## config.mk

```make
export PLATFORM = sky130hd
export DESIGN_NAME = joystick_gait_command_mapper_core
export DESIGN_NICKNAME = d
export VERILOG_FILES = /design/src/design/jgcm_pkg.sv /design/src/design/jgcm_ctrl.sv /design/src/design/jgcm_dp.sv /design/src/design/joystick_gait_command_mapper_core.sv
export VERILOG_INCLUDE_DIRS = /design/src /design/src/design
export SDC_FILE = /design/constraint.sdc
export NUM_CORES = 2
export LEC_CHECK = 0
export ABC_AREA = 0
export BUFFER_PORTS_ARGS = -buffer_cell sky130_fd_sc_hd__buf_2
export CAP_MARGIN = 20
export CORE_MARGIN = 5
export CORE_UTILIZATION = 68
export DETAILED_ROUTE_END_ITERATION = 8
export PLACE_DENSITY = 0.88
export SYNTH_ARGS = -nofsm -noshare
export SYNTH_HDL_FRONTEND = slang
export SYNTH_HIERARCHICAL = 1
export SYNTH_SLANG_ARGS = --single-unit
```

## constraint.sdc

```tcl
create_clock -name clk_i -period 19.9 [get_ports clk_i]
set_input_delay 1.99 -clock clk_i [delete_from_list [all_inputs] [get_ports clk_i]]
set_output_delay 1.99 -clock clk_i [all_outputs]
set_load 0.05 [all_outputs]
```

## src/design/joystick_gait_command_mapper_core_defines.svh

```systemverilog
// ---------------------------------------------------------------------------
// Joystick gait command mapper: assertion macros
// Concurrent checks clocked on clk_i and held off while rst_ni is low.
// ---------------------------------------------------------------------------
`ifndef JOYSTICK_GAIT_COMMAND_MAPPER_CORE_DEFINES_SVH
`define JOYSTICK_GAIT_COMMAND_MAPPER_CORE_DEFINES_SVH

// Same-cycle implication.
`define JGCM_ASSERT_IMP(name, ante, cons, msg) \
  name: assert property (@(posedge clk_i) disable iff (!rst_ni) (ante) |-> (cons)) \
    else $error(msg);

// Next-cycle implication.
`define JGCM_ASSERT_NXT(name, ante, cons, msg) \
  name: assert property (@(posedge clk_i) disable iff (!rst_ni) (ante) |=> (cons)) \
    else $error(msg);

`endif

```

## src/design/jgcm_pkg.sv

```systemverilog
// ---------------------------------------------------------------------------
// jgcm_pkg
// Types, constants and helper functions shared by the gait command mapper.
// ---------------------------------------------------------------------------
`timescale 1ns / 1ps

package jgcm_pkg;

  localparam int AXIS_BITS = 16;
  localparam int FRAC      = AXIS_BITS - 1;
  localparam int DB_BITS   = 15;
  localparam int DB_W      = (AXIS_BITS + 1 > DB_BITS) ? AXIS_BITS + 1 : DB_BITS;
  localparam int CMP_W     = (AXIS_BITS > 16) ? AXIS_BITS : 16;
  localparam int MA_W      = AXIS_BITS + 1;
  localparam int MB_W      = (AXIS_BITS + 1 > 17) ? AXIS_BITS + 1 : 17;
  localparam int P_W       = MA_W + MB_W;
  localparam int SPD_W     = 17;
  localparam int SPD_MAX   = 65535;
  localparam int LIM_W     = 48;
  localparam int IDX_W     = 3;

  typedef enum logic [IDX_W-1:0] {
    REG_DEADBAND  = 3'd0,
    REG_GATE_THR  = 3'd1,
    REG_GATE_BLW  = 3'd2,
    REG_WALK_LIM  = 3'd3,
    REG_TROT_LIM  = 3'd4,
    REG_YAW_LIM   = 3'd5,
    REG_HGT_LIM   = 3'd6
  } jgcm_reg_e;

  typedef enum logic [1:0] {
    MODE_STAND = 2'd0,
    MODE_STEP  = 2'd1,
    MODE_WALK  = 2'd2,
    MODE_TROT  = 2'd3
  } jgcm_mode_e;

  typedef enum logic [2:0] {
    OP_IDLE,
    OP_HEIGHT,
    OP_FWD,
    OP_LAT1,
    OP_YAW,
    OP_LAT2,
    OP_FIN
  } jgcm_op_e;

  typedef struct packed {
    logic     load;
    jgcm_op_e op;
  } jgcm_cmd_t;

  typedef struct packed {
    logic out_full;
  } jgcm_stat_t;

  // Zero an axis whose magnitude sits below the deadband.
  function automatic logic signed [AXIS_BITS-1:0] dead_f(
    input logic signed [AXIS_BITS-1:0] a,
    input logic [DB_BITS-1:0]          db
  );
    logic signed [AXIS_BITS:0] ax;
    logic [AXIS_BITS:0]        mag;
    ax  = (AXIS_BITS + 1)'(a);
    mag = ax[AXIS_BITS] ? $unsigned(-ax) : $unsigned(ax);
    return (DB_W'(mag) < DB_W'(db)) ? '0 : a;
  endfunction

  // Saturate to the speed range.
  function automatic logic signed [SPD_W-1:0] sat_f(input logic signed [P_W-1:0] v);
    logic signed [P_W-1:0] hi;
    logic signed [P_W-1:0] lo;
    hi = P_W'(SPD_MAX);
    lo = P_W'(-SPD_MAX);
    if (v > hi) begin
      return SPD_W'(hi);
    end else if (v < lo) begin
      return SPD_W'(lo);
    end
    return SPD_W'(v);
  endfunction

endpackage

```

## src/design/jgcm_ctrl.sv

```systemverilog
// ---------------------------------------------------------------------------
// jgcm_ctrl
// Sequencer: walks one sample through the shared multiplier and hands the
// finished command to the output register.
// ---------------------------------------------------------------------------
`timescale 1ns / 1ps

module jgcm_ctrl (
  input  logic                 clk_i,
  input  logic                 rst_ni,
  input  logic                 in_valid_i,
  output logic                 in_ready_o,
  input  jgcm_pkg::jgcm_stat_t stat_i,
  output jgcm_pkg::jgcm_cmd_t  cmd_o
);

  typedef enum logic [2:0] {
    S_IDLE,
    S_HEIGHT,
    S_FWD,
    S_LAT1,
    S_YAW,
    S_LAT2,
    S_FIN
  } state_e;

  state_e state_q;

  assign in_ready_o = (state_q == S_IDLE);

  always_comb begin
    cmd_o.load = in_valid_i && in_ready_o;
    unique case (state_q)
      S_IDLE:   cmd_o.op = jgcm_pkg::OP_IDLE;
      S_HEIGHT: cmd_o.op = jgcm_pkg::OP_HEIGHT;
      S_FWD:    cmd_o.op = jgcm_pkg::OP_FWD;
      S_LAT1:   cmd_o.op = jgcm_pkg::OP_LAT1;
      S_YAW:    cmd_o.op = jgcm_pkg::OP_YAW;
      S_LAT2:   cmd_o.op = jgcm_pkg::OP_LAT2;
      S_FIN:    cmd_o.op = jgcm_pkg::OP_FIN;
      default:  cmd_o.op = jgcm_pkg::OP_IDLE;
    endcase
  end

  always_ff @(posedge clk_i or negedge rst_ni) begin
    if (!rst_ni) begin
      state_q <= S_IDLE;
    end else begin
      unique case (state_q)
        S_IDLE:   if (in_valid_i) state_q <= S_HEIGHT;
        S_HEIGHT: state_q <= S_FWD;
        S_FWD:    state_q <= S_LAT1;
        S_LAT1:   state_q <= S_YAW;
        S_YAW:    state_q <= S_LAT2;
        S_LAT2:   state_q <= S_FIN;
        S_FIN:    if (!stat_i.out_full) state_q <= S_IDLE;
        default:  state_q <= S_IDLE;
      endcase
    end
  end

endmodule

```

## src/design/jgcm_dp.sv

```systemverilog
// ---------------------------------------------------------------------------
// jgcm_dp
// Datapath: configuration registers, sample capture, gait mode and height
// state, one shared registered multiplier and the output register.
// ---------------------------------------------------------------------------
`timescale 1ns / 1ps

module jgcm_dp (
  input  logic                                  clk_i,
  input  logic                                  rst_ni,
  input  logic                                  cfg_we_i,
  input  logic [jgcm_pkg::IDX_W-1:0]            cfg_idx_i,
  input  logic [jgcm_pkg::LIM_W-1:0]            cfg_data_i,
  input  logic signed [jgcm_pkg::AXIS_BITS-1:0] axis_forward_i,
  input  logic signed [jgcm_pkg::AXIS_BITS-1:0] axis_lateral_i,
  input  logic signed [jgcm_pkg::AXIS_BITS-1:0] axis_height_i,
  input  logic signed [jgcm_pkg::AXIS_BITS-1:0] axis_yaw_i,
  input  logic signed [jgcm_pkg::AXIS_BITS-1:0] gate_axis_i,
  input  logic [3:0]                            buttons_i,
  input  jgcm_pkg::jgcm_cmd_t                   cmd_i,
  output jgcm_pkg::jgcm_stat_t                  stat_o,
  input  logic                                  out_ready_i,
  output logic                                  out_valid_o,
  output logic [1:0]                            gait_sel_o,
  output logic signed [jgcm_pkg::SPD_W-1:0]     speed_forward_o,
  output logic signed [jgcm_pkg::SPD_W-1:0]     speed_lateral_o,
  output logic signed [jgcm_pkg::SPD_W-1:0]     speed_turn_o,
  output logic signed [15:0]                    body_height_o
);

  localparam int AB = jgcm_pkg::AXIS_BITS;
  localparam int MA = jgcm_pkg::MA_W;
  localparam int MB = jgcm_pkg::MB_W;
  localparam int PW = jgcm_pkg::P_W;
  localparam int CW = jgcm_pkg::CMP_W;
  localparam int SW = jgcm_pkg::SPD_W;

  // Configuration registers
  logic [jgcm_pkg::DB_BITS-1:0]   db_q;
  logic signed [15:0]             gate_thr_q;
  logic                           gate_blw_q;
  logic [jgcm_pkg::LIM_W-1:0]     walk_q;
  logic [jgcm_pkg::LIM_W-1:0]     trot_q;
  logic [15:0]                    yaw_lim_q;
  logic [jgcm_pkg::LIM_W-1:0]     hgt_lim_q;

  // State
  jgcm_pkg::jgcm_mode_e           mode_q;
  jgcm_pkg::jgcm_mode_e           mode_d;
  logic signed [15:0]             height_q;
  logic [3:0]                     last_btn_q;

  // Working registers
  logic signed [MA-1:0]           fwd_q;
  logic signed [MA-1:0]           lat_q;
  logic signed [MA-1:0]           hax_q;
  logic signed [MA-1:0]           yax_q;
  logic                           h_act_q;
  logic signed [MA-1:0]           shaped_q;
  logic signed [SW-1:0]           vx_q;
  logic signed [SW-1:0]           rate_q;
  logic signed [PW-1:0]           p_q;

  // Output register
  logic                           out_valid_q;
  jgcm_pkg::jgcm_mode_e           gait_q;
  logic signed [SW-1:0]           spd_fwd_q;
  logic signed [SW-1:0]           spd_lat_q;
  logic signed [SW-1:0]           yaw_out_q;
  logic signed [15:0]             hgt_out_q;

  logic signed [AB-1:0]           dfwd;
  logic signed [AB-1:0]           dlat;
  logic signed [AB-1:0]           dhgt;
  logic signed [AB-1:0]           dyaw;
  logic                           gate_open;
  logic [3:0]                     rise;
  logic [jgcm_pkg::LIM_W-1:0]     lim;
  logic signed [MA-1:0]           lat_abs;
  logic signed [MA-1:0]           op_a;
  logic signed [MB-1:0]           op_b;
  logic signed [PW-1:0]           sh;
  logic signed [PW-1:0]           h_new;
  logic signed [PW-1:0]           h_lo;
  logic signed [PW-1:0]           h_hi;
  logic                           moving;
  logic                           fin_load;

  assign dfwd = jgcm_pkg::dead_f(axis_forward_i, db_q);
  assign dlat = jgcm_pkg::dead_f(axis_lateral_i, db_q);
  assign dhgt = jgcm_pkg::dead_f(axis_height_i, db_q);
  assign dyaw = jgcm_pkg::dead_f(axis_yaw_i, db_q);

  assign gate_open = gate_blw_q ? (CW'(gate_axis_i) < CW'(gate_thr_q))
                                : (CW'(gate_axis_i) > CW'(gate_thr_q));
  assign rise = buttons_i & ~last_btn_q;

  always_comb begin
    mode_d = mode_q;
    if (gate_open) begin
      priority if (rise[3]) mode_d = jgcm_pkg::MODE_TROT;
      else if (rise[2])     mode_d = jgcm_pkg::MODE_WALK;
      else if (rise[1])     mode_d = jgcm_pkg::MODE_STEP;
      else if (rise[0])     mode_d = jgcm_pkg::MODE_STAND;
    end
  end

  assign lim     = (mode_q == jgcm_pkg::MODE_WALK) ? walk_q : trot_q;
  assign lat_abs = lat_q[MA-1] ? -lat_q : lat_q;
  assign sh      = p_q >>> jgcm_pkg::FRAC;

  always_comb begin
    unique case (cmd_i.op)
      jgcm_pkg::OP_HEIGHT: begin
        op_a = hax_q;
        op_b = $signed(MB'(hgt_lim_q[15:0]));
      end
      jgcm_pkg::OP_FWD: begin
        op_a = fwd_q;
        op_b = fwd_q[MA-1] ? $signed(MB'(lim[31:16])) : $signed(MB'(lim[15:0]));
      end
      jgcm_pkg::OP_LAT1: begin
        op_a = lat_q;
        op_b = MB'(lat_abs);
      end
      jgcm_pkg::OP_YAW: begin
        op_a = yax_q;
        op_b = $signed(MB'(yaw_lim_q));
      end
      jgcm_pkg::OP_LAT2: begin
        op_a = shaped_q;
        op_b = $signed(MB'(lim[47:32]));
      end
      default: begin
        op_a = '0;
        op_b = '0;
      end
    endcase
  end

  // Height step and clamp: lower bound first, then upper bound.
  always_comb begin
    h_lo  = PW'($signed(hgt_lim_q[31:16]));
    h_hi  = PW'($signed(hgt_lim_q[47:32]));
    h_new = PW'(height_q) - sh;
    if (h_new < h_lo) h_new = h_lo;
    if (h_new > h_hi) h_new = h_hi;
  end

  assign moving   = (mode_q == jgcm_pkg::MODE_WALK) || (mode_q == jgcm_pkg::MODE_TROT);
  assign fin_load = (cmd_i.op == jgcm_pkg::OP_FIN) && !stat_o.out_full;
  assign stat_o.out_full = out_valid_q && !out_ready_i;

  always_ff @(posedge clk_i or negedge rst_ni) begin
    if (!rst_ni) begin
      db_q       <= jgcm_pkg::DB_BITS'(2621);
      gate_thr_q <= -16'sd16384;
      gate_blw_q <= 1'b1;
      walk_q     <= '0;
      trot_q     <= '0;
      yaw_lim_q  <= 16'd22938;
      hgt_lim_q  <= '0;
    end else if (cfg_we_i) begin
      case (cfg_idx_i)
        jgcm_pkg::REG_DEADBAND: db_q       <= cfg_data_i[jgcm_pkg::DB_BITS-1:0];
        jgcm_pkg::REG_GATE_THR: gate_thr_q <= $signed(cfg_data_i[15:0]);
        jgcm_pkg::REG_GATE_BLW: gate_blw_q <= cfg_data_i[0];
        jgcm_pkg::REG_WALK_LIM: walk_q     <= cfg_data_i;
        jgcm_pkg::REG_TROT_LIM: trot_q     <= cfg_data_i;
        jgcm_pkg::REG_YAW_LIM:  yaw_lim_q  <= cfg_data_i[15:0];
        jgcm_pkg::REG_HGT_LIM:  hgt_lim_q  <= cfg_data_i;
        default: ;
      endcase
    end
  end

  always_ff @(posedge clk_i or negedge rst_ni) begin
    if (!rst_ni) begin
      mode_q      <= jgcm_pkg::MODE_STAND;
      height_q    <= '0;
      last_btn_q  <= '0;
      out_valid_q <= 1'b0;
    end else begin
      if (cmd_i.load) begin
        mode_q     <= mode_d;
        last_btn_q <= buttons_i;
      end
      if ((cmd_i.op == jgcm_pkg::OP_FWD) && h_act_q) begin
        height_q <= h_new[15:0];
      end
      if (fin_load) begin
        out_valid_q <= 1'b1;
      end else if (out_ready_i) begin
        out_valid_q <= 1'b0;
      end
    end
  end

  always_ff @(posedge clk_i) begin
    // Hold the lateral product while the final step waits on the output.
    if (cmd_i.op != jgcm_pkg::OP_FIN) p_q <= PW'(op_a) * PW'(op_b);
    if (cmd_i.load) begin
      fwd_q   <= MA'(dfwd);
      lat_q   <= -MA'(dlat);
      hax_q   <= MA'(dhgt);
      yax_q   <= MA'(dyaw);
      h_act_q <= (dhgt != '0);
    end
    if (cmd_i.op == jgcm_pkg::OP_LAT1) vx_q     <= jgcm_pkg::sat_f(sh);
    if (cmd_i.op == jgcm_pkg::OP_YAW)  shaped_q <= sh[MA-1:0];
    if (cmd_i.op == jgcm_pkg::OP_LAT2) rate_q   <= jgcm_pkg::sat_f(sh);
    if (fin_load) begin
      gait_q    <= mode_q;
      spd_fwd_q <= moving ? vx_q : '0;
      spd_lat_q <= moving ? jgcm_pkg::sat_f(sh) : '0;
      yaw_out_q <= (mode_q != jgcm_pkg::MODE_STAND) ? rate_q : '0;
      hgt_out_q <= height_q;
    end
  end

  assign out_valid_o     = out_valid_q;
  assign gait_sel_o      = gait_q;
  assign speed_forward_o = spd_fwd_q;
  assign speed_lateral_o = spd_lat_q;
  assign speed_turn_o    = yaw_out_q;
  assign body_height_o   = hgt_out_q;

endmodule

```

## src/design/joystick_gait_command_mapper_core.sv

```systemverilog
// ---------------------------------------------------------------------------
// joystick_gait_command_mapper_core
// Maps one joystick sample to a gait mode, velocity and height command.
// ---------------------------------------------------------------------------
// Usage:
//   Input channel (in_valid_i / in_ready_o) takes one beat per joystick
//   sample: five Q1.15 axes and four buttons. Output channel
//   (out_valid_o / out_ready_i) returns one command beat per sample.
//   Configuration is a plain write port: cfg_we_i, cfg_idx_i, cfg_data_i;
//   write only while the block is idle.
//   A sample is captured, then steps through the height, forward, lateral,
//   yaw and second lateral products, which take turns on the single shared
//   multiplier, and is handed to the output register in the final step.
//   in_ready_o is high only while the sequencer is idle; a new sample is
//   taken while the previous command still waits in the output register.
//   Receiver stall: the sequencer holds in its final step until the output
//   register frees, then takes the next sample.
//   Reset: registers return to their reset values, mode to stand, height
//   offset and button history to zero, and the output register empties.
// ---------------------------------------------------------------------------
`timescale 1ns / 1ps
`include "joystick_gait_command_mapper_core_defines.svh"

module joystick_gait_command_mapper_core (
  input  logic                                  clk_i,
  input  logic                                  rst_ni,
  input  logic                                  cfg_we_i,
  input  logic [jgcm_pkg::IDX_W-1:0]            cfg_idx_i,
  input  logic [jgcm_pkg::LIM_W-1:0]            cfg_data_i,
  input  logic                                  in_valid_i,
  output logic                                  in_ready_o,
  input  logic signed [jgcm_pkg::AXIS_BITS-1:0] axis_forward_i,
  input  logic signed [jgcm_pkg::AXIS_BITS-1:0] axis_lateral_i,
  input  logic signed [jgcm_pkg::AXIS_BITS-1:0] axis_height_i,
  input  logic signed [jgcm_pkg::AXIS_BITS-1:0] axis_yaw_i,
  input  logic signed [jgcm_pkg::AXIS_BITS-1:0] gate_axis_i,
  input  logic [3:0]                            buttons_i,
  output logic                                  out_valid_o,
  input  logic                                  out_ready_i,
  output logic [1:0]                            gait_sel_o,
  output logic signed [jgcm_pkg::SPD_W-1:0]     speed_forward_o,
  output logic signed [jgcm_pkg::SPD_W-1:0]     speed_lateral_o,
  output logic signed [jgcm_pkg::SPD_W-1:0]     speed_turn_o,
  output logic signed [15:0]                    body_height_o
);

  jgcm_pkg::jgcm_cmd_t  cmd;
  jgcm_pkg::jgcm_stat_t stat;

  jgcm_ctrl u_ctrl (
    .clk_i      (clk_i),
    .rst_ni     (rst_ni),
    .in_valid_i (in_valid_i),
    .in_ready_o (in_ready_o),
    .stat_i     (stat),
    .cmd_o      (cmd)
  );

  jgcm_dp u_dp (
    .clk_i           (clk_i),
    .rst_ni          (rst_ni),
    .cfg_we_i        (cfg_we_i),
    .cfg_idx_i       (cfg_idx_i),
    .cfg_data_i      (cfg_data_i),
    .axis_forward_i  (axis_forward_i),
    .axis_lateral_i  (axis_lateral_i),
    .axis_height_i   (axis_height_i),
    .axis_yaw_i      (axis_yaw_i),
    .gate_axis_i     (gate_axis_i),
    .buttons_i       (buttons_i),
    .cmd_i           (cmd),
    .stat_o          (stat),
    .out_ready_i     (out_ready_i),
    .out_valid_o     (out_valid_o),
    .gait_sel_o      (gait_sel_o),
    .speed_forward_o (speed_forward_o),
    .speed_lateral_o (speed_lateral_o),
    .speed_turn_o    (speed_turn_o),
    .body_height_o   (body_height_o)
  );

  `JGCM_ASSERT_NXT(a_busy_after_beat, in_valid_i && in_ready_o, !in_ready_o, "ready after beat")
  `JGCM_ASSERT_IMP(a_ready_only_idle, in_ready_o, cmd.op == jgcm_pkg::OP_IDLE, "ready while busy")
  `JGCM_ASSERT_NXT(a_fin_fills_out, (cmd.op == jgcm_pkg::OP_FIN) && !stat.out_full, out_valid_o, "command lost")

endmodule

```

==> flow_metrics.tcl <==
set metrics [dict create \
    slew_headroom 0.0995 \
    drc 0 \
    synth_area_leaders "edfxtp_1, fa_1, dfrtp_1" \
    syn_avg_cell_area_um2 10.6 \
    rsz0062_at_grt "false" \
    cts.sinks 423 \
    antenna_found_initial 3 \
    place_ws_ns 9.83 \
    postCtsSetupBuffers 0 \
    post_cts_resized 0 \
    reg2reg_depth 27 \
    yosysWarnings 6 \
    cts_tree "done" \
    gr-usage-all-layers 0.359 \
    cp.required_ns 20.22 \
    drt_iter0_drc 2495 \
    fin_nets 3983 \
    r2r-end "u_dp/p_q[27]" \
    die_y_um 232 \
    r2r_slack_ns 10.04 \
    syn_to_final_growth_pct 9.92 \
    grt_max_degree 137 \
    min_from "u_dp/height_q[0]" \
    drv_slew 0 \
    yosysTopAreaCellShare 0.184 \
    h-tree-depth 2 \
    r2r-start "u_ctrl/state_q[1]" \
    fmax_ghz 0.101 \
    cts_buffers 44 \
    setup-violations-final 0 \
    place_hpwl_mm 72.8 \
    fin_ws_ns 10.04 \
    syn_area_mm2 0.0334 \
    worstSkewPairLatency_ns 0.58 \
    hold_viol 0 \
    postLayoutCoreUtil 0.753 \
    pin_count 211 \
    die_x_um 232 \
    holdPathStages 0 \
    cts.path.max_buffers 3 \
    synth_nets 3802 \
    synth_edf_count 205 \
    hp-class "reg -> reg" \
    ys_ff_latch 423 \
    crit_fanout 35 \
    yosysTopAreaCell "edfxtp_1" \
    clockRootBuffer "clkbuf_16" \
    skew_ns 0.0220 \
    startpoint_type "flip-flop" \
    final_cell_area_mm2 0.0367 \
    cts.clk_slew.worst_paths_ns 0.07 \
    ys.flop_type "edfxtp_1" \
    initial_core_util 0.685 \
    place_area_mm2 0.0351 \
    hold_end "u_dp/body_height_o[0]" \
    tightestPinTransition_ns 1.35 \
    drive_gt1_frac 0.181 \
    tns_ns 0 \
    final_common_cell "inv_1" \
    startpoint "u_ctrl/state_q[1]" \
    critical_path_arrival_ns 10.18 \
    fin_crit_sh 0.495 \
    gp_congestion 1.00 \
    grt_overflow_total 0 \
    final_cell_mix "inv_1, fa_1, nand2_1, ha_1, buf_2" \
    drt-total-wl_mm 95.5 \
    status "completed" \
    io_buffers 210 \
    hold_buffers 0 \
    maxCapViolCount 0 \
    viasPerCell 6.20 \
    ys_async_sr_fraction 0.515 \
    dieArea_mm2 0.0536 \
    synth_cells 3149 \
    yosysSeqAreaShare 0.349 \
    coreArea_mm2 0.0487 \
    grt_pass1_wl_mm 149 \
    dr.pass1.iters 7 \
    wire_per_inst_um 23.7 \
    dr_total_vias 25000 \
    setup.worst_path.end_class "flip-flop" \
    antenna_left 0 \
    path_class "reg -> reg" \
    min_period_ns 9.86 \
    yosysUniqueCellTypes 79 \
    grt_pass1_vias 26100 \
    rows 81 \
]
-- cell families (layout without fill, tap and decap cells) --
family / Yosys count / in the layout / synth area share
AO/OA/AOI/OAI: 466 / 466 / 0.0955
XOR/XNOR: 112 / 112 / 0.0294
adder cells (fa/ha/maj): 513 / 513 / 0.259
buffers and inverters: 596 / 812 / 0.0686
flip-flops: 423 / 423 / 0.349
multiplexers: 238 / 238 / 0.0844
other: 1 / 7 / 0.000112
AND/OR/NAND/NOR: 800 / 800 / 0.114
-- cell type report --
class	instances	area (um^2)
Multi-Input combinational cell	2130	19500
Fill cell	3238	12100
Sequential cell	423	11600
Inverter	472	1770
Timing Repair Buffer	259	1490
Clock buffer	53	1150
Tap cell	664	831
Clock inverter	28	262
Antenna cell	6	15.0
-- stage by stage --
stage | instances | hold slack (ns)
after CTS | 4022 | 0.457
after global routing | 4029 | 0.463
after floorplan | 3149 | 0.425
after global placement | 3941 | 0.435
final | 4035 | 0.457
after detailed placement | 3941 | 0.437
-- worst max path at each step --
stage | end | slack [ns] | cells after the start
2_1_floorplan | u_dp/p_q[30] | 11.46 | 30
3_3_place_gp | u_dp/p_q[30] | 10.12 | 26
3_5_place_dp | u_dp/p_q[30] | 9.83 | 26
4_1_cts | u_dp/p_q[27] | 9.86 | 26
5_1_grt | u_dp/p_q[30] | 9.53 | 27
6_report | u_dp/p_q[27] | 10.04 | 27
-- cell usage after synthesis, drive strengths merged (56+ instances only) --
cell type	number
dfrtp	200
inv	472
clkbuf	92
fa	297
xnor2	91
mux2	188
ha	216
a21oi	72
nand2	273
edfxtp	205
a21o	56
nor2	210
o21ai	140
-- per-layer routing --
metal,GRT usage,part of all wire
met1,0.475,0.39
met2,0.574,0.46
met3,0.0823,0.095
met4,0.160,0.054
met5,0,0.00014
-- critical path, cell delays in order (launching register included) --
cell       delay [ns]
dfrtp_1          0.56
a21boi_4         0.90
nand2b_1         0.46
nor2_2           0.14
nand2_1          0.11
o21ai_0          0.17
a221oi_1         1.08
nor2_1           0.18
fa_1             0.59
inv_1            0.05
fa_1             0.48
fa_1             0.52
inv_1            0.05
fa_1             0.47
fa_1             0.55
inv_1            0.07
fa_1             0.56
inv_1            0.05
ha_1             0.29
nand2_1          0.08
o21a_1           0.25
o21ai_0          0.32
a21boi_0         0.25
a2111oi_4        0.67
nor3_4           0.16
o31ai_2          0.32
a21oi_1          0.14
xnor2_1          0.15
-- registers in the layout (all words and copies together) (netlist names), 2 cells and up --
register,count
u_dp/last_btn_q,4
u_dp/rate_q,17
u_dp/mode_q,2
u_dp/db_q,15
u_dp/hax_q,16
u_dp/hgt_lim_q,48
u_dp/speed_forward_o,17
u_dp/gait_sel_o,2
u_dp/lat_q,17
u_dp/yax_q,16
u_dp/walk_q,48
u_dp/vx_q,17
u_dp/speed_lateral_o,17
u_dp/fwd_q,16
u_dp/shaped_q,17
u_dp/speed_turn_o,17
u_dp/trot_q,48
u_dp/body_height_o,16
u_dp/gate_thr_q,16
u_dp/height_q,16
u_ctrl/state_q,3
u_dp/p_q,19
u_dp/yaw_lim_q,16
Power is left out: the tool's default activity adds up to more than one toggle a clock period on the data nets, which glitch-free logic cannot reach.
